### src/flac_fhp_pkg.sv
package flac_fhp_pkg;

    // Status codes carried on the result side-band.
    localparam logic [1:0] ST_OK         = 2'd0;
    localparam logic [1:0] ST_BAD_SYNC   = 2'd1;
    localparam logic [1:0] ST_BAD_RATE   = 2'd2;
    localparam logic [1:0] ST_BAD_NUMBER = 2'd3;

    // Sample-rate codes that pull in an extra header field, and the reserved one.
    localparam logic [3:0] RATE_KHZ8     = 4'd12;
    localparam logic [3:0] RATE_HZ16     = 4'd13;
    localparam logic [3:0] RATE_DAHZ16   = 4'd14;
    localparam logic [3:0] RATE_RESERVED = 4'd15;

    // Block-size codes that pull in an extra 8 or 16 bit field.
    localparam logic [3:0] BS_EXTRA8     = 4'd6;
    localparam logic [3:0] BS_EXTRA16    = 4'd7;

    // Channel modes.
    localparam logic [2:0] MODE_INDEPENDENT = 3'd0;
    localparam logic [2:0] MODE_INVALID     = 3'd4;

    localparam logic [7:0] SYNC_FIRST  = 8'hFF;
    localparam logic [5:0] SYNC_SECOND = 6'h3E;

    localparam int TDATA_W = 104;

    typedef enum logic [10:0] {
        PH_IDLE  = 11'b000_0000_0001,
        PH_SYNC2 = 11'b000_0000_0010,
        PH_CODES = 11'b000_0000_0100,
        PH_CHAN  = 11'b000_0000_1000,
        PH_NLEAD = 11'b000_0001_0000,
        PH_NCONT = 11'b000_0010_0000,
        PH_BS_HI = 11'b000_0100_0000,
        PH_BS_LO = 11'b000_1000_0000,
        PH_SR_HI = 11'b001_0000_0000,
        PH_SR_LO = 11'b010_0000_0000,
        PH_CRC   = 11'b100_0000_0000
    } phase_t;

    // Result payload, laid out exactly as it travels on tdata (lowest field last).
    typedef struct packed {
        logic [5:0]  pad;
        logic [7:0]  crc_byte;
        logic [4:0]  sample_size;
        logic [3:0]  num_channels;
        logic [2:0]  channel_mode;
        logic [3:0]  channel_assignment;
        logic [19:0] sample_rate;
        logic [16:0] block_size;
        logic [35:0] coded_number;
        logic        blocking_variable;
    } result_t;

    function automatic logic [19:0] rate_lookup(input logic [3:0] code);
        logic [19:0] hz;
        case (code)
            4'd1:    hz = 20'd88200;
            4'd2:    hz = 20'd176400;
            4'd3:    hz = 20'd192000;
            4'd4:    hz = 20'd8000;
            4'd5:    hz = 20'd16000;
            4'd6:    hz = 20'd22050;
            4'd7:    hz = 20'd24000;
            4'd8:    hz = 20'd32000;
            4'd9:    hz = 20'd44100;
            4'd10:   hz = 20'd48000;
            4'd11:   hz = 20'd96000;
            default: hz = 20'd0;
        endcase
        return hz;
    endfunction

    function automatic logic [4:0] size_lookup(input logic [2:0] code);
        logic [4:0] bits;
        case (code)
            3'd1:    bits = 5'd8;
            3'd2:    bits = 5'd12;
            3'd4:    bits = 5'd16;
            3'd5:    bits = 5'd20;
            3'd6:    bits = 5'd24;
            default: bits = 5'd0;
        endcase
        return bits;
    endfunction

    // Block size for the codes that need no extra field.
    function automatic logic [16:0] block_lookup(input logic [3:0] code);
        logic [16:0] n;
        case (code)
            4'd1:    n = 17'd192;
            4'd2:    n = 17'd576;
            4'd3:    n = 17'd1152;
            4'd4:    n = 17'd2304;
            4'd5:    n = 17'd4608;
            4'd8:    n = 17'd256;
            4'd9:    n = 17'd512;
            4'd10:   n = 17'd1024;
            4'd11:   n = 17'd2048;
            4'd12:   n = 17'd4096;
            4'd13:   n = 17'd8192;
            4'd14:   n = 17'd16384;
            4'd15:   n = 17'd32768;
            default: n = 17'd0;
        endcase
        return n;
    endfunction

    function automatic phase_t rate_phase(input logic [3:0] code);
        phase_t ph;
        if (code == RATE_KHZ8) begin
            ph = PH_SR_LO;
        end
        else if (code == RATE_HZ16 || code == RATE_DAHZ16) begin
            ph = PH_SR_HI;
        end
        else begin
            ph = PH_CRC;
        end
        return ph;
    endfunction

    function automatic phase_t number_done_phase(input logic [3:0] bs_code,
                                                 input logic [3:0] rt_code);
        phase_t ph;
        if (bs_code == BS_EXTRA8) begin
            ph = PH_BS_LO;
        end
        else if (bs_code == BS_EXTRA16) begin
            ph = PH_BS_HI;
        end
        else begin
            ph = rate_phase(rt_code);
        end
        return ph;
    endfunction

endpackage

### src/flac_frame_header_parser_top.sv
// Output: a result beat is presented in the cycle after the header's CRC byte is accepted
// (or after the second byte when the sync word is bad).
// Throughput: one header byte per cycle; a waiting result never blocks input unless the
// output register is full and the sink is not ready.
// Reset: rst_n is asynchronous and active low; it returns the parser to idle and empties
// the output register.
module flac_frame_header_parser_top
    import flac_fhp_pkg::*;
(
    input  logic                 clk,
    input  logic                 rst_n,
    // Header byte stream.
    input  logic                 s_tvalid,
    output logic                 s_tready,
    input  logic [7:0]           s_tdata,   // [7:0] byte_value
    input  logic                 s_tuser,   // [0] header_start
    // Decoded header results.
    output logic                 m_tvalid,
    input  logic                 m_tready,
    // [0] blocking_variable, [36:1] coded_number, [53:37] block_size,
    // [73:54] sample_rate, [77:74] channel_assignment, [80:78] channel_mode,
    // [84:81] num_channels, [89:85] sample_size, [97:90] crc_byte, [103:98] zero
    output logic [TDATA_W-1:0]   m_tdata,
    output logic [1:0]           m_tuser    // [1:0] status
);

    // Parse state. Each accepted byte holds the phase, moves it to one next phase, or
    // finishes a header, so the whole update is a small amount of logic per cycle.
    phase_t      phase_reg,    phase_next;
    logic        blocking_reg, blocking_next;
    logic [3:0]  bs_code_reg,  bs_code_next;
    logic [3:0]  rate_code_reg, rate_code_next;
    logic [3:0]  chan_code_reg, chan_code_next;
    logic [2:0]  size_code_reg, size_code_next;
    logic [35:0] number_reg,   number_next;
    logic [2:0]  cont_reg,     cont_next;
    logic [15:0] extra_reg,    extra_next;
    logic [1:0]  error_reg,    error_next;
    logic [16:0] block_reg,    block_next;

    // Output register: it holds one finished result until the sink takes it; while
    // it is full and the sink is not ready, the input side stalls.
    logic        out_valid_reg, out_valid_next;
    result_t     out_data_reg,  out_data_next;
    logic [1:0]  out_status_reg, out_status_next;

    logic        in_beat;
    logic        emit;
    logic [7:0]  b;

    // Number lead-byte decode.
    logic [35:0] lead_value;
    logic [2:0]  lead_cont;
    logic        lead_bad;
    logic [2:0]  cont_dec;

    // Result assembly for the CRC byte.
    logic [1:0]  res_status;
    logic [19:0] res_rate;
    logic [2:0]  res_mode;
    logic [3:0]  res_nch;
    logic [25:0] khz_product;

    assign b        = s_tdata;
    assign s_tready = !out_valid_reg || m_tready;
    assign in_beat  = s_tvalid && s_tready;
    assign cont_dec = cont_reg - 3'd1;

    // The coded number uses the UTF-8 layout: a first byte below 0x80 stands alone,
    // else its leading ones, less one, count the continuation bytes that follow.
    always_comb
    begin
        lead_value = 36'd0;
        lead_cont  = 3'd0;
        lead_bad   = 1'b0;
        if (!b[7]) begin
            lead_value = {28'd0, b};
        end
        else if (!b[6]) begin
            lead_bad = 1'b1;
        end
        else if (!b[5]) begin
            lead_value = {31'd0, b[4:0]};
            lead_cont  = 3'd1;
        end
        else if (!b[4]) begin
            lead_value = {32'd0, b[3:0]};
            lead_cont  = 3'd2;
        end
        else if (!b[3]) begin
            lead_value = {33'd0, b[2:0]};
            lead_cont  = 3'd3;
        end
        else if (!b[2]) begin
            lead_value = {34'd0, b[1:0]};
            lead_cont  = 3'd4;
        end
        else if (!b[1]) begin
            lead_value = {35'd0, b[0]};
            lead_cont  = 3'd5;
        end
        else if (!b[0] && blocking_reg) begin
            // The seven-byte form only exists for sample numbers.
            lead_cont = 3'd6;
        end
        else begin
            lead_bad = 1'b1;
        end
    end

    // Fields of the result that depend only on the latched codes, extra field and error.
    always_comb
    begin
        khz_product = {10'd0, extra_reg} * 26'd1000;
        if (error_reg == ST_BAD_NUMBER) begin
            res_status = ST_BAD_NUMBER;
        end
        else if (rate_code_reg == RATE_RESERVED) begin
            res_status = ST_BAD_RATE;
        end
        else begin
            res_status = ST_OK;
        end

        if (rate_code_reg == RATE_KHZ8) begin
            res_rate = khz_product[19:0];
        end
        else if (rate_code_reg == RATE_HZ16) begin
            res_rate = {4'd0, extra_reg};
        end
        else if (rate_code_reg == RATE_DAHZ16) begin
            res_rate = {4'd0, extra_reg} * 20'd10;
        end
        else begin
            res_rate = rate_lookup(rate_code_reg);
        end

        // Codes 0 to 7 are independent channels, 8 to 10 the stereo
        // decorrelation modes, and the rest are invalid.
        if (!chan_code_reg[3]) begin
            res_mode = MODE_INDEPENDENT;
            res_nch  = chan_code_reg + 4'd1;
        end
        else if (chan_code_reg <= 4'd10) begin
            res_mode = 3'(chan_code_reg - 4'd7);
            res_nch  = 4'd2;
        end
        else begin
            res_mode = MODE_INVALID;
            res_nch  = 4'd0;
        end
    end

    // Next-state logic for the parser and the output register.
    always_comb
    begin
        phase_next      = phase_reg;
        blocking_next   = blocking_reg;
        bs_code_next    = bs_code_reg;
        rate_code_next  = rate_code_reg;
        chan_code_next  = chan_code_reg;
        size_code_next  = size_code_reg;
        number_next     = number_reg;
        cont_next       = cont_reg;
        extra_next      = extra_reg;
        error_next      = error_reg;
        block_next      = block_reg;
        emit            = 1'b0;
        out_data_next   = out_data_reg;
        out_status_next = out_status_reg;

        if (in_beat) begin
            if (s_tuser) begin
                // A header start always restarts, abandoning any header in flight.
                phase_next     = PH_SYNC2;
                blocking_next  = 1'b0;
                bs_code_next   = 4'd0;
                rate_code_next = 4'd0;
                chan_code_next = 4'd0;
                size_code_next = 3'd0;
                number_next    = 36'd0;
                cont_next      = 3'd0;
                extra_next     = 16'd0;
                block_next     = 17'd0;
                error_next     = (b != SYNC_FIRST) ? ST_BAD_SYNC : ST_OK;
            end
            else begin
                case (phase_reg)
                    PH_SYNC2:
                    begin
                        if (error_reg != ST_OK || b[7:2] != SYNC_SECOND) begin
                            // Bad sync reports at once with every other field zero.
                            emit            = 1'b1;
                            out_data_next   = '0;
                            out_status_next = ST_BAD_SYNC;
                        end
                        else begin
                            blocking_next = b[0];
                            phase_next    = PH_CODES;
                        end
                    end
                    PH_CODES:
                    begin
                        bs_code_next   = b[7:4];
                        rate_code_next = b[3:0];
                        phase_next     = PH_CHAN;
                    end
                    PH_CHAN:
                    begin
                        chan_code_next = b[7:4];
                        size_code_next = b[3:1];
                        phase_next     = PH_NLEAD;
                    end
                    PH_NLEAD:
                    begin
                        if (lead_bad) begin
                            if (error_reg == ST_OK) begin
                                error_next = ST_BAD_NUMBER;
                            end
                            number_next = 36'd0;
                            cont_next   = 3'd0;
                        end
                        else begin
                            number_next = lead_value;
                            cont_next   = lead_cont;
                        end
                        if (lead_bad || lead_cont == 3'd0) begin
                            extra_next = 16'd0;
                            if (bs_code_reg != BS_EXTRA8 && bs_code_reg != BS_EXTRA16) begin
                                block_next = block_lookup(bs_code_reg);
                            end
                            phase_next = number_done_phase(bs_code_reg, rate_code_reg);
                        end
                        else begin
                            phase_next = PH_NCONT;
                        end
                    end
                    PH_NCONT:
                    begin
                        if (b[7:6] != 2'b10) begin
                            // A broken continuation ends the number and is consumed.
                            if (error_reg == ST_OK) begin
                                error_next = ST_BAD_NUMBER;
                            end
                            number_next = 36'd0;
                            cont_next   = 3'd0;
                        end
                        else begin
                            number_next = {number_reg[29:0], b[5:0]};
                            cont_next   = cont_dec;
                        end
                        if (b[7:6] != 2'b10 || cont_dec == 3'd0) begin
                            extra_next = 16'd0;
                            if (bs_code_reg != BS_EXTRA8 && bs_code_reg != BS_EXTRA16) begin
                                block_next = block_lookup(bs_code_reg);
                            end
                            phase_next = number_done_phase(bs_code_reg, rate_code_reg);
                        end
                    end
                    PH_BS_HI, PH_SR_HI:
                    begin
                        extra_next = {8'd0, b};
                        phase_next = (phase_reg == PH_BS_HI) ? PH_BS_LO : PH_SR_LO;
                    end
                    PH_BS_LO:
                    begin
                        // The field holds the block size minus one.
                        block_next = {1'b0, extra_reg[7:0], b} + 17'd1;
                        extra_next = 16'd0;
                        phase_next = rate_phase(rate_code_reg);
                    end
                    PH_SR_LO:
                    begin
                        extra_next = {extra_reg[7:0], b};
                        phase_next = PH_CRC;
                    end
                    PH_CRC:
                    begin
                        emit                             = 1'b1;
                        out_status_next                  = res_status;
                        out_data_next.pad                = '0;
                        out_data_next.crc_byte           = b;
                        out_data_next.sample_size        = size_lookup(size_code_reg);
                        out_data_next.num_channels       = res_nch;
                        out_data_next.channel_mode       = res_mode;
                        out_data_next.channel_assignment = chan_code_reg;
                        out_data_next.sample_rate        = res_rate;
                        out_data_next.block_size         = block_reg;
                        out_data_next.coded_number       =
                            (res_status == ST_BAD_NUMBER) ? 36'd0 : number_reg;
                        out_data_next.blocking_variable  = blocking_reg;
                    end
                    default:
                    begin
                        // Idle: bytes outside a header are dropped.
                    end
                endcase

                if (emit) begin
                    phase_next     = PH_IDLE;
                    blocking_next  = 1'b0;
                    bs_code_next   = 4'd0;
                    rate_code_next = 4'd0;
                    chan_code_next = 4'd0;
                    size_code_next = 3'd0;
                    number_next    = 36'd0;
                    cont_next      = 3'd0;
                    extra_next     = 16'd0;
                    error_next     = ST_OK;
                    block_next     = 17'd0;
                end
            end
        end

        if (emit) begin
            out_valid_next = 1'b1;
        end
        else if (m_tready) begin
            out_valid_next = 1'b0;
        end
        else begin
            out_valid_next = out_valid_reg;
        end
    end

    always_ff @(posedge clk or negedge rst_n)
    begin
        if (!rst_n) begin
            phase_reg      <= PH_IDLE;
            blocking_reg   <= 1'b0;
            bs_code_reg    <= 4'd0;
            rate_code_reg  <= 4'd0;
            chan_code_reg  <= 4'd0;
            size_code_reg  <= 3'd0;
            number_reg     <= 36'd0;
            cont_reg       <= 3'd0;
            extra_reg      <= 16'd0;
            error_reg      <= ST_OK;
            block_reg      <= 17'd0;
            out_valid_reg  <= 1'b0;
        end
        else begin
            phase_reg      <= phase_next;
            blocking_reg   <= blocking_next;
            bs_code_reg    <= bs_code_next;
            rate_code_reg  <= rate_code_next;
            chan_code_reg  <= chan_code_next;
            size_code_reg  <= size_code_next;
            number_reg     <= number_next;
            cont_reg       <= cont_next;
            extra_reg      <= extra_next;
            error_reg      <= error_next;
            block_reg      <= block_next;
            out_valid_reg  <= out_valid_next;
        end
    end

    // Result payload carries no reset; it is only looked at while valid.
    always_ff @(posedge clk)
    begin
        out_data_reg   <= out_data_next;
        out_status_reg <= out_status_next;
    end

    assign m_tvalid = out_valid_reg;
    assign m_tdata  = out_data_reg;
    assign m_tuser  = out_status_reg;

`ifndef SYNTHESIS
    // A bad-sync result carries nothing but its status.
    assert property (@(posedge clk) disable iff (!rst_n)
        (out_valid_reg && out_status_reg == ST_BAD_SYNC) |-> (out_data_reg == '0))
        else $error("bad-sync result with nonzero payload");

    // A malformed number never leaks a partial value.
    assert property (@(posedge clk) disable iff (!rst_n)
        (out_valid_reg && out_status_reg == ST_BAD_NUMBER)
            |-> (out_data_reg.coded_number == 36'd0))
        else $error("malformed number result with nonzero coded number");

    // The CRC byte finishes the header and returns the parser to idle with a result.
    assert property (@(posedge clk) disable iff (!rst_n)
        (in_beat && !s_tuser && phase_reg == PH_CRC)
            |=> (phase_reg == PH_IDLE && out_valid_reg))
        else $error("CRC byte did not complete the header");

    // A header start always lands in the second sync byte phase.
    assert property (@(posedge clk) disable iff (!rst_n)
        (in_beat && s_tuser) |=> (phase_reg == PH_SYNC2))
        else $error("header start did not restart the parse");

    // Continuation bytes are only outstanding while the number is being read.
    assert property (@(posedge clk) disable iff (!rst_n)
        (phase_reg == PH_NCONT) |-> (cont_reg != 3'd0))
        else $error("continuation phase with no bytes left");
`endif

endmodule

### config.mk
export PLATFORM = sky130hd
export DESIGN_NAME = flac_frame_header_parser_top
export DESIGN_NICKNAME = d
export VERILOG_FILES = /design/src/flac_fhp_pkg.sv /design/src/flac_frame_header_parser_top.sv
export SDC_FILE = /design/constraint.sdc
export NUM_CORES = 1
export LEC_CHECK = 0
export BUFFER_PORTS_ARGS = -buffer_cell sky130_fd_sc_hd__buf_2
export CORE_MARGIN = 3
export CORE_UTILIZATION = 45
export DETAILED_ROUTE_END_ITERATION = 10
export PLACE_DENSITY_LB_ADDON = 0.25
export SLEW_MARGIN = 20
export SYNTH_ARGS = -nofsm -noshare
export SYNTH_HDL_FRONTEND = slang
export SYNTH_SLANG_ARGS = --single-unit
### constraint.sdc
create_clock -name clk -period 14.7 [get_ports clk]
set_clock_uncertainty 0.15 [all_clocks]
set_input_delay 2.205 -clock clk [delete_from_list [all_inputs] [get_ports clk]]
set_output_delay 2.205 -clock clk [all_outputs]
set_load 0.05 [all_outputs]
# Yosys cells after proc, flatten, opt, wreduce, memory -nomap -nowiden
# Memories as Yosys holds them, arrays and structs flattened.
# Index checks and enable logic that the tools add are counted.
[classes]
addsub = 4
mul = 2
magnitude_cmp = 1
n_eq_ne = 37
n_mux = 102
n_bitwise = 1
n_reduce_logical = 33
[op_table]
columns = ["op", "count"]
rows = [
  ["$pmux W104 S2", 1],
  ["$mux W36", 5],
  ["$mux W104", 1],
  ["$mux W17", 6],
  ["$mux W11", 9],
  ["$pmux W11 S8", 1],
  ["$pmux W16 S5", 1],
  ["$pmux W36 S2", 1],
  ["$mux W16", 4],
  ["$mux W20", 3],
  ["$mux W3", 18],
  ["$pmux W17 S3", 1],
  ["$mux W4", 11],
  ["$ne A4 B4 Y1 const B", 7],
  ["$pmux W5 S5", 1],
  ["$mux W1", 21],
  ["$mux W2", 10],
  ["$mul A16 B3 Y19 const B", 1],
  ["$add A16 B1 Y17 const B", 1],
  ["$mul A16 B7 Y17 const B", 1],
  ["$eq A4 B4 Y1 const B", 4],
  ["$reduce_and A4 Y1", 4],
  ["$eq A11 B10 Y1 const B", 1],
  ["$eq A11 B11 Y1 const B", 1],
  ["44 further kinds", 66],
]
[word_totals]
register_bits = 208
mem_bits_ro = 592
inputBits = 13
out_inout_bits = 108
word_cells = 206
mem_count = 3
[mem_list]
columns = ["name", "depth", "word_bits", "read_ports", "rd_clocked_by_memory_dff", "write_ports", "line", "source"]
rows = [
  ["(name not given)", 16, 17, 1, 0, 0, "flac_fhp_pkg.sv:58", "case (code)"],
  ["(name not given)", 16, 10, 1, 0, 0, "flac_fhp_pkg.sv:91", "case (code)"],
  ["(name not given)", 16, 10, 1, 0, 0, "flac_fhp_pkg.sv:91", ""],
]

# Longest topological paths before layout
# Gate-level depths: netlist of run 1.
[logic_depth]
ltp_word = 16
mapped_depth = 16
depth_no_buf = 16

# Worst setup path before layout of run 1
# OpenSTA, ideal clock, no wires.
[synth_path]
path_kind = "input-to-reg"
start = "input m_tready"
end = "register out_data_reg, in the netlist m_tdata[0] (enable)"
setup_time_ns = 0.675
t_arrival_ns = 9.709
required_ns = 13.875
slack_ns = 4.166
cell_stages = 3
path_buffers = 0
cell_sequence = "nand2b_1 -> nand2_1 -> nor3_1"
[synth_between]
elab_chain_len = 3
[synth_lines]
columns = ["item", "line", "source"]
rows = [
  ["from (decl)", "flac_frame_header_parser_top.sv:19", "input logic m_tready,"],
  ["$logic_or A1 B1 Y1", "flac_frame_header_parser_top.sv:65", "assign s_tready = !out_valid_reg || m_tready;"],
  ["$logic_and A1 B1 Y1", "flac_frame_header_parser_top.sv:66", "assign in_beat = s_tvalid && s_tready;"],
  ["$reduce_and A4 Y1 (no line)", "n/a", ""],
  ["to (signal assigned)", "flac_frame_header_parser_top.sv:361", "out_data_reg <= out_data_next;"],
  ["to (decl)", "flac_frame_header_parser_top.sv:44", "result_t out_data_reg, out_data_next;"],
]
# Every way passes these cells.
# A chain may end at the register's enable or synchronous reset.

# Final worst setup path of run 1
[layout_path]
start = "register extra_reg[6]"
end = "register out_data_reg, in the netlist m_tdata[73] (data pin)"
[layout_between]
elab_chain_len = 5
word_cells_on_any_way = 6
cone_classes = "mul: 2; mux: 4"
[layout_lines]
columns = ["item", "line", "source"]
rows = [
  ["from (decl)", "flac_frame_header_parser_top.sv:37", "logic [15:0] extra_reg, extra_next;"],
  ["from (signal assigned)", "flac_frame_header_parser_top.sv:351", "extra_reg <= extra_next;"],
  ["$mul A16 B3 Y19", "flac_frame_header_parser_top.sv:132", "res_rate = {4'd0, extra_reg} * 20'd10;"],
  ["$mux W20", "flac_frame_header_parser_top.sv:131", "else if (rate_code_reg == RATE_DAHZ16) begin"],
  ["$mux W20", "flac_frame_header_parser_top.sv:128", "else if (rate_code_reg == RATE_HZ16) begin"],
  ["$mux W20 *", "flac_frame_header_parser_top.sv:125", "if (rate_code_reg == RATE_KHZ8) begin"],
  ["$pmux W104 S2 *", "flac_frame_header_parser_top.sv:188", "case (phase_reg)"],
]
# Every way passes the cells marked *; elsewhere a longest branch is shown, timed or not.

==> results of run 1 <==
==> per-stage QoR <==
step | util, % | hold WS, ns | power (mW) | instances | worst slack (ns)
2_1_floorplan | - | 0.2981 | 1.104 | 1188 | 4.166
3_3_place_gp | 48.69 | 0.3150 | 1.221 | 1583 | 9.638
3_5_place_dp | 48.69 | 0.3159 | 1.227 | 1583 | 9.572
4_1_cts | 51.12 | 0.3388 | 1.734 | 1615 | 9.570
5_1_grt | 51.13 | 0.3540 | 1.819 | 1615 | 9.302
6_report | 51.13 | 0.3341 | 1.733 | 1615 | 9.546
==> layer usage <==
metal	global-route usage (%)	share of wire [%]	wire (um)
met4	5.276	1.4	455
met3	2.766	6.4	2026
met1	32.69	47	14920
met2	33.27	45	14190
met5	0	0	0
==> power by group <==
part | internal, mW | switching (mW) | total, mW | leakage, nW
Sequential | 0.648 | 0.0625 | 0.710 | 2.33
Combinational | 0.144 | 0.367 | 0.511 | 3.38
Clock | 0.245 | 0.268 | 0.512 | 0.317
Total | 1.04 | 0.698 | 1.73 | 6.02
==> area by class of cell <==
class                      instances  area, sq um
fill                            2457        13210
timing repair buffer             121        634.4
sequential                       200         5497
inverter                          92        345.3
multi-input combinational        829         6261
tap                              341        426.7
clock inverter                    15        230.2
clock buffer                      17        425.4
==> placed cells by master, fill, tap and decap left out, drive strengths merged, types with 10 or more instances in the layout <==
master and count:
dfrtp 101, a211oi 10, ha 75, o31ai 10
a22o 59, a31oi 15, xor2 17, o2bb2ai 10
and2 65, nand3 26, nand2 91, xnor2 31
a21o 13, edfxtp 98, a21oi 59, o21ai 63
fa 43, clkbuf 17, inv 103, buf 121
nor2 66, nor3 31, and3 15
==> synthesized netlist by cell type, drive strengths merged (33+ instances only) <==
master and n:
a21oi 59, a22o 59, and2 65, buf 33
clkbuf 34, dfrtp 101, edfxtp 98, fa 43
ha 75, inv 92, nand2 91, nor2 66
o21ai 63
==> worst max path at each step <==
stage / to / start / cells after the start / slack, ns
4_1_cts: m_tdata[73] / extra_reg[6] / 14 / 9.57
6_report: m_tdata[73] / extra_reg[6] / 14 / 9.55
3_5_place_dp: m_tdata[73] / extra_reg[6] / 14 / 9.57
2_1_floorplan: m_tdata[0] / m_tready / 3 / 4.17
5_1_grt: m_tdata[73] / extra_reg[6] / 14 / 9.30
3_3_place_gp: s_tready / m_tready / 3 / 9.64
==> critical path: cells and delay by family (launching register included) <==
family	cells	cell delay, ns
AO/OA/AOI/OAI	5	1.22
XOR/XNOR	1	0.10
adder cells (fa/ha/maj)	5	2.46
buffers and inverters	2	0.31
flip-flops	1	0.61
AND/OR/NAND/NOR	1	0.05
==> kinds of logic after synthesis <==
| kind of cell | after synthesis | share of synthesized area [%] |
|---|---|---|
| AO/OA/AOI/OAI | 295 | 16.74 |
| XOR/XNOR | 48 | 3.389 |
| adder cells (fa/ha/maj) | 118 | 14.50 |
| buffers and inverters | 159 | 5.507 |
| flip-flops | 200 | 44.31 |
| multiplexers | 9 | 0.7364 |
| other | 1 | 0.03023 |
| AND/OR/NAND/NOR | 351 | 14.78 |
==> results.py, run 1 <==
metrics = {
    "run_status": {
        "outcome": "complete, no violations",
    },
    "pwr": {
        "ir_drop_v": 0.00008719,
        "power_density_nw_per_um2": 125.4,
        "p_leak_nw": 6.022,
    },
    "global_routing": {
        "grt_pass1_wl_um": 49850,
        "grt.total_usage_pct": 21.63,
        "grt_max_degree": 91,
        "grt_pass1_vias": 8796,
        "antenna_found_initial": 0,
        "grt-ovfl-total": 0,
    },
    "die": {
        "coreArea_sq_um": 27030,
        "die_x_um": 172.0,
        "io_pins": 121,
        "die_h_um": 172.0,
        "floorplan.initialDensity_pct": 45.90,
        "rows": 60,
        "die_area_sq_um": 29590,
    },
    "timing": {
        "maxSlewHeadroom_pct": 22.50,
        "period_minus_slack_ns": 5.154,
        "drv_slew": 0,
        "period_share_pct": 35.06,
        "max_freq_mhz": 194.0,
        "rsz0062_at_grt": "no",
        "fin_tns_setup_ns": 0,
        "worst_pin_slew_ns": 1.154,
        "hold_viol_final": 0,
        "setup_violations": 0,
    },
    "layout": {
        "layout-drive-gt1-share_pct": 14.36,
        "finalInstanceArea_sq_um": 13820,
        "syn_to_final_growth_pct": 11.41,
        "largest_reg_flops": 96,
        "diodes": 0,
        "layout.nets": 1392,
    },
    "clocking": {
        "h-tree-depth": 4,
        "cts-buffers-inserted": 17,
        "clock_latency_ns": 0.45,
        "hold_buffers": 0,
        "cts_tree": "done",
        "clkTransAtPathRegs_ns": 0.09,
        "cts_buffer_depth": 2,
        "cts_sinks": 200,
        "post-cts-setup-buffer-count": 0,
        "cts_resized": 0,
        "cts-root-buf": "clkbuf_16",
    },
    "placement": {
        "gp_congestion": 0.9305,
        "port_buffers": 112,
        "placed_area_sq_um": 13160,
        "hpwl_um": 23490,
    },
    "synthesis": {
        "avgSynthCellArea_sq_um": 10.50,
        "yosysSeqAreaShare_pct": 44.31,
        "synth_top_cell_by_area": "edfxtp_1",
        "synth-edff-count": 98,
        "ys_ff_latch": 200,
        "synth-main-ff-cell": "dfrtp_1",
        "synth.top_cell.area_share_pct": 23.72,
        "synth.distinct_cells": 80,
        "postSynthCellCount": 1181,
        "yosys-top-cells-area": "edfxtp_1 (24%), dfrtp_1 (20%), ha_1 (7.6%)",
        "yosys_warnings": 0,
        "synthArstFlopShare_pct": 51.00,
        "syn_area_sq_um": 12400,
    },
    "routing": {
        "ant_nets": 0,
        "post_drt_wl_per_cell_um": 19.56,
        "vias": 9282,
        "drt-total-wl_um": 31590,
        "vias_per_cell": 5.747,
        "drt_first_pass_iters": 5,
        "drtIter0Drc": 881,
        "drcViolationCount": 0,
    },
    "job": {
        "drv_cap": 0,
    },
    "critical_path": {
        "cpMostUsedCell": "fa_1",
        "cpPeakStageDelay_ns": 0.61,
        "end_kind": "register",
        "r2r-start": "extra_reg[6]",
        "path_max_fanout": 8,
        "worstPathRequired_ns": 14.74,
        "ff2ff_setup_slack_ns": 9.55,
        "cp_cell_sequence": "inv_1, fa_1, fa_1, fa_1, fa_1, inv_1, ha_1, a21oi_1, o211ai_1, a311o_1, a31oi_1, xnor2_1, a32oi_1, nor2_1",
        "ff2ff_path_depth": 14,
        "criticalPathCategory": "register to register",
        "cpMaxStageDelayCell": "dfrtp_1",
        "startpoint_type": "register",
        "worst_r2r_endpoint": "m_tdata[73]",
        "cp.arrival_ns": 5.19,
    },
    "min_path": {
        "min_path_type": "register to register",
        "holdPathStages": 1,
        "worstHoldEndpoint": "block_reg[5]",
        "min-delay-start": "block_reg[5]",
    },
}
No activity file was read; power rests on OpenSTA's default activity.
==> run 2: changes to the inputs <==
==> constraint.sdc (replaced) <==
create_clock -name clk -period 4.2 [get_ports clk]
set_clock_uncertainty 0.15 [all_clocks]
set_input_delay 0.63 -clock clk [delete_from_list [all_inputs] [get_ports clk]]
set_output_delay 0.63 -clock clk [all_outputs]
set_load 0.05 [all_outputs]
==> run 2 against run 1 <==
Effect of this change:
- the flow now finishes with violations (setup timing)
- first-iteration DRC count is 6.2% higher
- combinational power rose to 3.6 times the previous value
- sequential cell count unchanged
- sequential share of layout area shrank 2.1 points
- wire length increased by 2.1%
- clock-buffer cell count stayed put
- register-to-register slack got worse by 9.7 ns
- cell area is 5.8% higher
- total power grew to 3.5 times the previous value
- highest routed layer unchanged
==> results.py, run 2 (synthesized netlist as in run 1, its figures left out) <==
metrics = {
    "placement": {
        "placed_area_sq_um": 13760,
        "hpwl_um": 24100,
        "gp_congestion": 0.9235,
        "port_buffers": 112,
        "place_inst": 1646,
    },
    "layout": {
        "layout.nets": 1465,
        "syn_to_final_growth_pct": 17.84,
        "final_cell_mix": "buf_2 (111), edfxtp_1 (98), dfrtp_1 (93)",
        "layout-drive-gt1-share_pct": 22.49,
        "layout_commonest_cell": "buf_2",
        "fillers": 2405,
        "largest_reg_flops": 96,
        "fin_cells": 1688,
        "finalInstanceArea_sq_um": 14620,
        "diodes": 0,
    },
    "timing": {
        "max_freq_mhz": 229.9,
        "drv_slew": 0,
        "hold_viol_final": 0,
        "setup_violations": 3,
        "period_share_pct": 103.6,
        "fin_tns_setup_ns": -0.1536,
        "worst_pin_slew_ns": 0.9171,
        "maxSlewHeadroom_pct": 38.39,
        "period_minus_slack_ns": 4.350,
        "setup_slack_ns": -0.1501,
        "rsz0062_at_grt": "yes",
    },
    "global_routing": {
        "grt_pass1_vias": 9120,
        "grt-ovfl-total": 0,
        "grt.total_usage_pct": 21.85,
        "antenna_found_initial": 0,
        "grt_pass1_wl_um": 50580,
        "grt_max_degree": 61,
    },
    "routing": {
        "drt_first_pass_iters": 7,
        "vias": 9553,
        "vias_per_cell": 5.659,
        "drcViolationCount": 0,
        "drtIter0Drc": 936,
        "ant_nets": 0,
        "drt-total-wl_um": 32260,
        "post_drt_wl_per_cell_um": 19.11,
    },
    "clocking": {
        "cts-root-buf": "clkbuf_16",
        "cts_sinks": 200,
        "clock_latency_ns": 0.45,
        "clkTransAtPathRegs_ns": 0.10,
        "cts_tree": "done",
        "h-tree-depth": 4,
        "cts_buffer_depth": 2,
        "hold_buffers": 0,
        "cts-buffers-inserted": 17,
    },
    "die": {
        "die_area_sq_um": 29590,
        "floorplan.initialDensity_pct": 45.90,
        "die_x_um": 172.0,
        "rows": 60,
        "io_pins": 121,
        "die_h_um": 172.0,
        "coreArea_sq_um": 27030,
    },
    "job": {
        "drv_cap": 0,
    },
    "run_status": {
        "outcome": "complete, but fails checks",
        "violations": "setup timing",
    },
    "critical_path": {
        "criticalPathCategory": "register to register",
        "worst_r2r_endpoint": "m_tdata[73]",
        "r2r-start": "extra_reg[5]",
        "cp.arrival_ns": 4.41,
        "ff2ff_setup_slack_ns": -0.15,
        "startpoint_type": "register",
        "end_kind": "register",
        "worstPathRequired_ns": 4.26,
        "ff2ff_path_depth": 15,
        "path_max_fanout": 4,
    },
    "pwr": {
        "ir_drop_v": 0.0003524,
        "p_leak_nw": 6.374,
        "power_density_nw_per_um2": 417.3,
    },
    "min_path": {
        "min_path_type": "input pin to async pin",
    },
}
-- run 2: worst max-delay path, stage by stage (launching register included) --
cell and delay, ns:
dfrtp_1 0.41, inv_2 0.10, buf_4 0.14, fa_1 0.49
fa_1 0.44, fa_1 0.49, fa_1 0.51, inv_1 0.06
ha_4 0.17, a21oi_4 0.16, o211ai_1 0.13, a311o_1 0.31
a31oi_1 0.22, xnor2_1 0.10, a32oi_1 0.17, nor2_1 0.06
-- run 2: routing by layer --
metal	global-route usage (%)	up-vias	part of all wire, %	wire [um]
met5	0	-	0	0
met4	5.449	0	1.7	540
met3	3.269	40	6.4	2055
met2	33.29	339	45	14410
met1	32.93	4652	47	15260
li1	-	4522	-	-
-- run 2: final cells by class --
type	instances	area, sq um	area share [%]
clock inverter	15	231.5	1.583
tap	341	426.7	2.919
multi-input combinational	829	6471	44.27
clock buffer	17	425.4	2.910
sequential	200	5507	37.67
timing repair buffer	194	1199	8.200
inverter	92	357.8	2.448
-- run 2: timing repair --
action                     4_1_cts  5_1_grt
resized for setup               14       17
setup endpoints to repair        8        9
pin swaps                       28       20
buffers inserted                 7        3
cloned                           0        0
-- run 2: worst max path at each step --
| stage | startpoint | end | slack, ns | cells after the start |
|---|---|---|---|---|
| 3_3_place_gp | extra_reg[2] | m_tdata[73] | -0.17 | 14 |
| 6_report | extra_reg[5] | m_tdata[73] | -0.15 | 15 |
| 3_5_place_dp | extra_reg[2] | m_tdata[73] | -0.24 | 14 |
| 2_1_floorplan | phase_reg[8] | m_tdata[0] | -0.009 | 6 |
| 5_1_grt | extra_reg[1] | m_tdata[73] | -0.35 | 16 |
| 4_1_cts | extra_reg[2] | m_tdata[73] | -0.12 | 14 |
-- run 2: power breakdown --
group / switching, mW / internal, mW
clock network: 0.937 / 0.856
registers: 0.209 / 2.27
logic: 1.31 / 0.523
-- run 2: stage by stage --
stage	utilization (%)	setup slack [ns]	power [mW]	hold WS, ns
2_1_floorplan	-	-0.009054	3.854	0.1844
3_3_place_gp	50.92	-0.1720	4.295	0.3139
3_5_place_dp	50.92	-0.2437	4.315	0.3180
4_1_cts	53.75	-0.1225	6.093	0.05972
5_1_grt	54.09	-0.3545	6.388	0.07363
6_report	54.09	-0.1501	6.101	0.02997
==> run 3: changes to the inputs <==
--- a/config.mk
+++ b/config.mk
@@ -6,7 +6,6 @@
 export NUM_CORES = 1
 export LEC_CHECK = 0
 export BUFFER_PORTS_ARGS = -buffer_cell sky130_fd_sc_hd__buf_2
-export CORE_MARGIN = 3
 export CORE_UTILIZATION = 45
 export DETAILED_ROUTE_END_ITERATION = 10
 export PLACE_DENSITY_LB_ADDON = 0.25
==> run 3 against run 2 <==
Effect of this change:
- the run still ends with setup timing left
- largest cell class unchanged
- combinational power about the same
- clock power barely moved
- setup slack got worse by 0.010 ns
- fmax fell by 0.23%
- hold slack better by 0.060 ns
- cell area decreased by 0.17%
- clock-buffer cell count is the same
- utilization down 0.093 points
- global-route usage grew 1.1 points
- non-clock buffer count decreased by 3
==> results.py, run 3 (synthesized netlist as in run 1, its figures left out) <==
metrics = {
    "placement": {
        "gp_congestion": 0.8922,
        "port_buffers": 112,
        "hpwl_um": 23490,
    },
    "global_routing": {
        "grt_pass1_vias": 9163,
        "grt_pass1_wl_um": 50490,
        "antenna_found_initial": 0,
        "grt.total_usage_pct": 22.96,
        "grt_max_degree": 82,
        "grt-ovfl-total": 0,
    },
    "routing": {
        "post_drt_wl_per_cell_um": 18.69,
        "drt-total-wl_um": 31500,
        "drt_first_pass_iters": 5,
        "drcViolationCount": 0,
        "ant_nets": 0,
        "drtIter0Drc": 797,
        "vias": 9561,
        "vias_per_cell": 5.674,
    },
    "critical_path": {
        "cp.arrival_ns": 4.41,
        "worst_r2r_endpoint": "m_tdata[73]",
        "ff2ff_setup_slack_ns": -0.16,
        "ff2ff_path_depth": 14,
        "cp-startpoint": "extra_reg[5]",
        "path_max_fanout": 4,
        "r2r-start": "extra_reg[5]",
        "worstPathRequired_ns": 4.25,
        "end_kind": "register",
        "endpoint": "m_tdata[73]",
        "startpoint_type": "register",
        "criticalPathCategory": "register to register",
    },
    "job": {
        "drv_cap": 0,
    },
    "run_status": {
        "violations": "setup timing",
        "outcome": "complete, but fails checks",
    },
    "die": {
        "die_x_um": 168.0,
        "io_pins": 121,
        "floorplan.initialDensity_pct": 45.90,
        "rows": 60,
        "die_area_sq_um": 28230,
        "die_h_um": 168.0,
        "coreArea_sq_um": 27030,
    },
    "timing": {
        "period_share_pct": 103.8,
        "hold_viol_final": 0,
        "setup_violations": 5,
        "worst_pin_slew_ns": 0.9113,
        "drv_slew": 0,
        "setup_slack_ns": -0.1603,
        "period_minus_slack_ns": 4.360,
        "rsz0062_at_grt": "yes",
        "max_freq_mhz": 229.3,
        "maxSlewHeadroom_pct": 39.25,
    },
    "pwr": {
        "power_density_nw_per_um2": 416.4,
        "finalPower_mw": 6.076,
        "p_leak_nw": 6.369,
        "ir_drop_v": 0.0003264,
    },
    "layout": {
        "layout-drive-gt1-share_pct": 22.47,
        "layout.nets": 1462,
        "final_util_pct": 54.00,
        "layout_commonest_cell": "buf_2",
        "largest_reg_flops": 96,
        "diodes": 0,
        "syn_to_final_growth_pct": 17.64,
        "final_cell_mix": "buf_2 (111), edfxtp_1 (98), dfrtp_1 (93)",
    },
    "clocking": {
        "clkTransAtPathRegs_ns": 0.10,
        "cts-root-buf": "clkbuf_16",
        "h-tree-depth": 4,
        "clock_latency_ns": 0.45,
        "cts_tree": "done",
        "cts-buffers-inserted": 17,
        "hold_buffers": 0,
        "cts_sinks": 200,
        "cts_buffer_depth": 2,
    },
    "min_path": {
        "min_path_type": "input pin to async pin",
    },
}
==> run 3: timing repair <==
| action | in CTS | in global routing |
|---|---|---|
| hold endpoints to repair | 0 | 0 |
| buffers inserted | 5 | 3 |
| pin swaps | 35 | 20 |
| gates resized for setup | 6 | 27 |
| setup endpoints to repair | 8 | 9 |
==> run 3: layout make-up <==
cell class	count	area [sq um]
Fill cell	2380	12430
Clock inverter	15	234.0
Multi-Input combinational cell	829	6454
Sequential cell	200	5507
Tap cell	341	426.7
Inverter	92	357.8
Clock buffer	17	425.4
Timing Repair Buffer	191	1189
==> run 3: worst max-delay path, stage by stage (launching register included) <==
cell and delay, ns:
dfrtp_1 0.42, inv_2 0.13, fa_1 0.45, fa_1 0.53
fa_1 0.46, fa_1 0.57, inv_2 0.05, ha_4 0.23
a21oi_4 0.15, o211ai_1 0.13, a311o_1 0.31, a31oi_1 0.22
xnor2_1 0.10, a32oi_1 0.16, nor2_1 0.06
==> run 3: metal layers <==
metal / track usage [%] / wire length [um]
met2: 34.91 / 14120
met4: 6.741 / 668
met5: 0 / 0
met3: 4.067 / 1908
met1: 33.47 / 14800
==> run 3: how the worst min path moves through the flow <==
stage                 start              to  slack [ns]  depth (start not counted)
3_3_place_gp   block_reg[0]    block_reg[0]        0.31                          1
3_5_place_dp   block_reg[0]    block_reg[0]        0.32                          1
6_report              rst_n  number_reg[30]        0.09                          1
2_1_floorplan         rst_n    block_reg[0]        0.18                          0
4_1_cts               rst_n  number_reg[30]        0.12                          1
5_1_grt               rst_n  number_reg[30]        0.15                          1
==> run 3: power breakdown <==
| part | total [mW] | switching [mW] | internal (mW) |
|---|---|---|---|
| clock | 1.79 | 0.934 | 0.855 |
| combinational | 1.84 | 1.32 | 0.517 |
| sequential | 2.45 | 0.185 | 2.27 |
| total | 6.08 | 2.44 | 3.64 |
==> run 3: metrics by stage <==
stage,setup TNS (ns),cell area [sq um],hold WS [ns],setup WS (ns),cells
after floorplan,-0.8873,12560,0.1844,-0.009054,1188
after global placement,-0.6809,13770,0.3123,-0.1538,1645
after detailed placement,-0.9016,13770,0.3180,-0.2067,1645
after CTS,-0.4485,14480,0.1248,-0.1366,1682
after global routing,-1.509,14590,0.1484,-0.3313,1685
final,-0.2605,14590,0.08996,-0.1603,1685
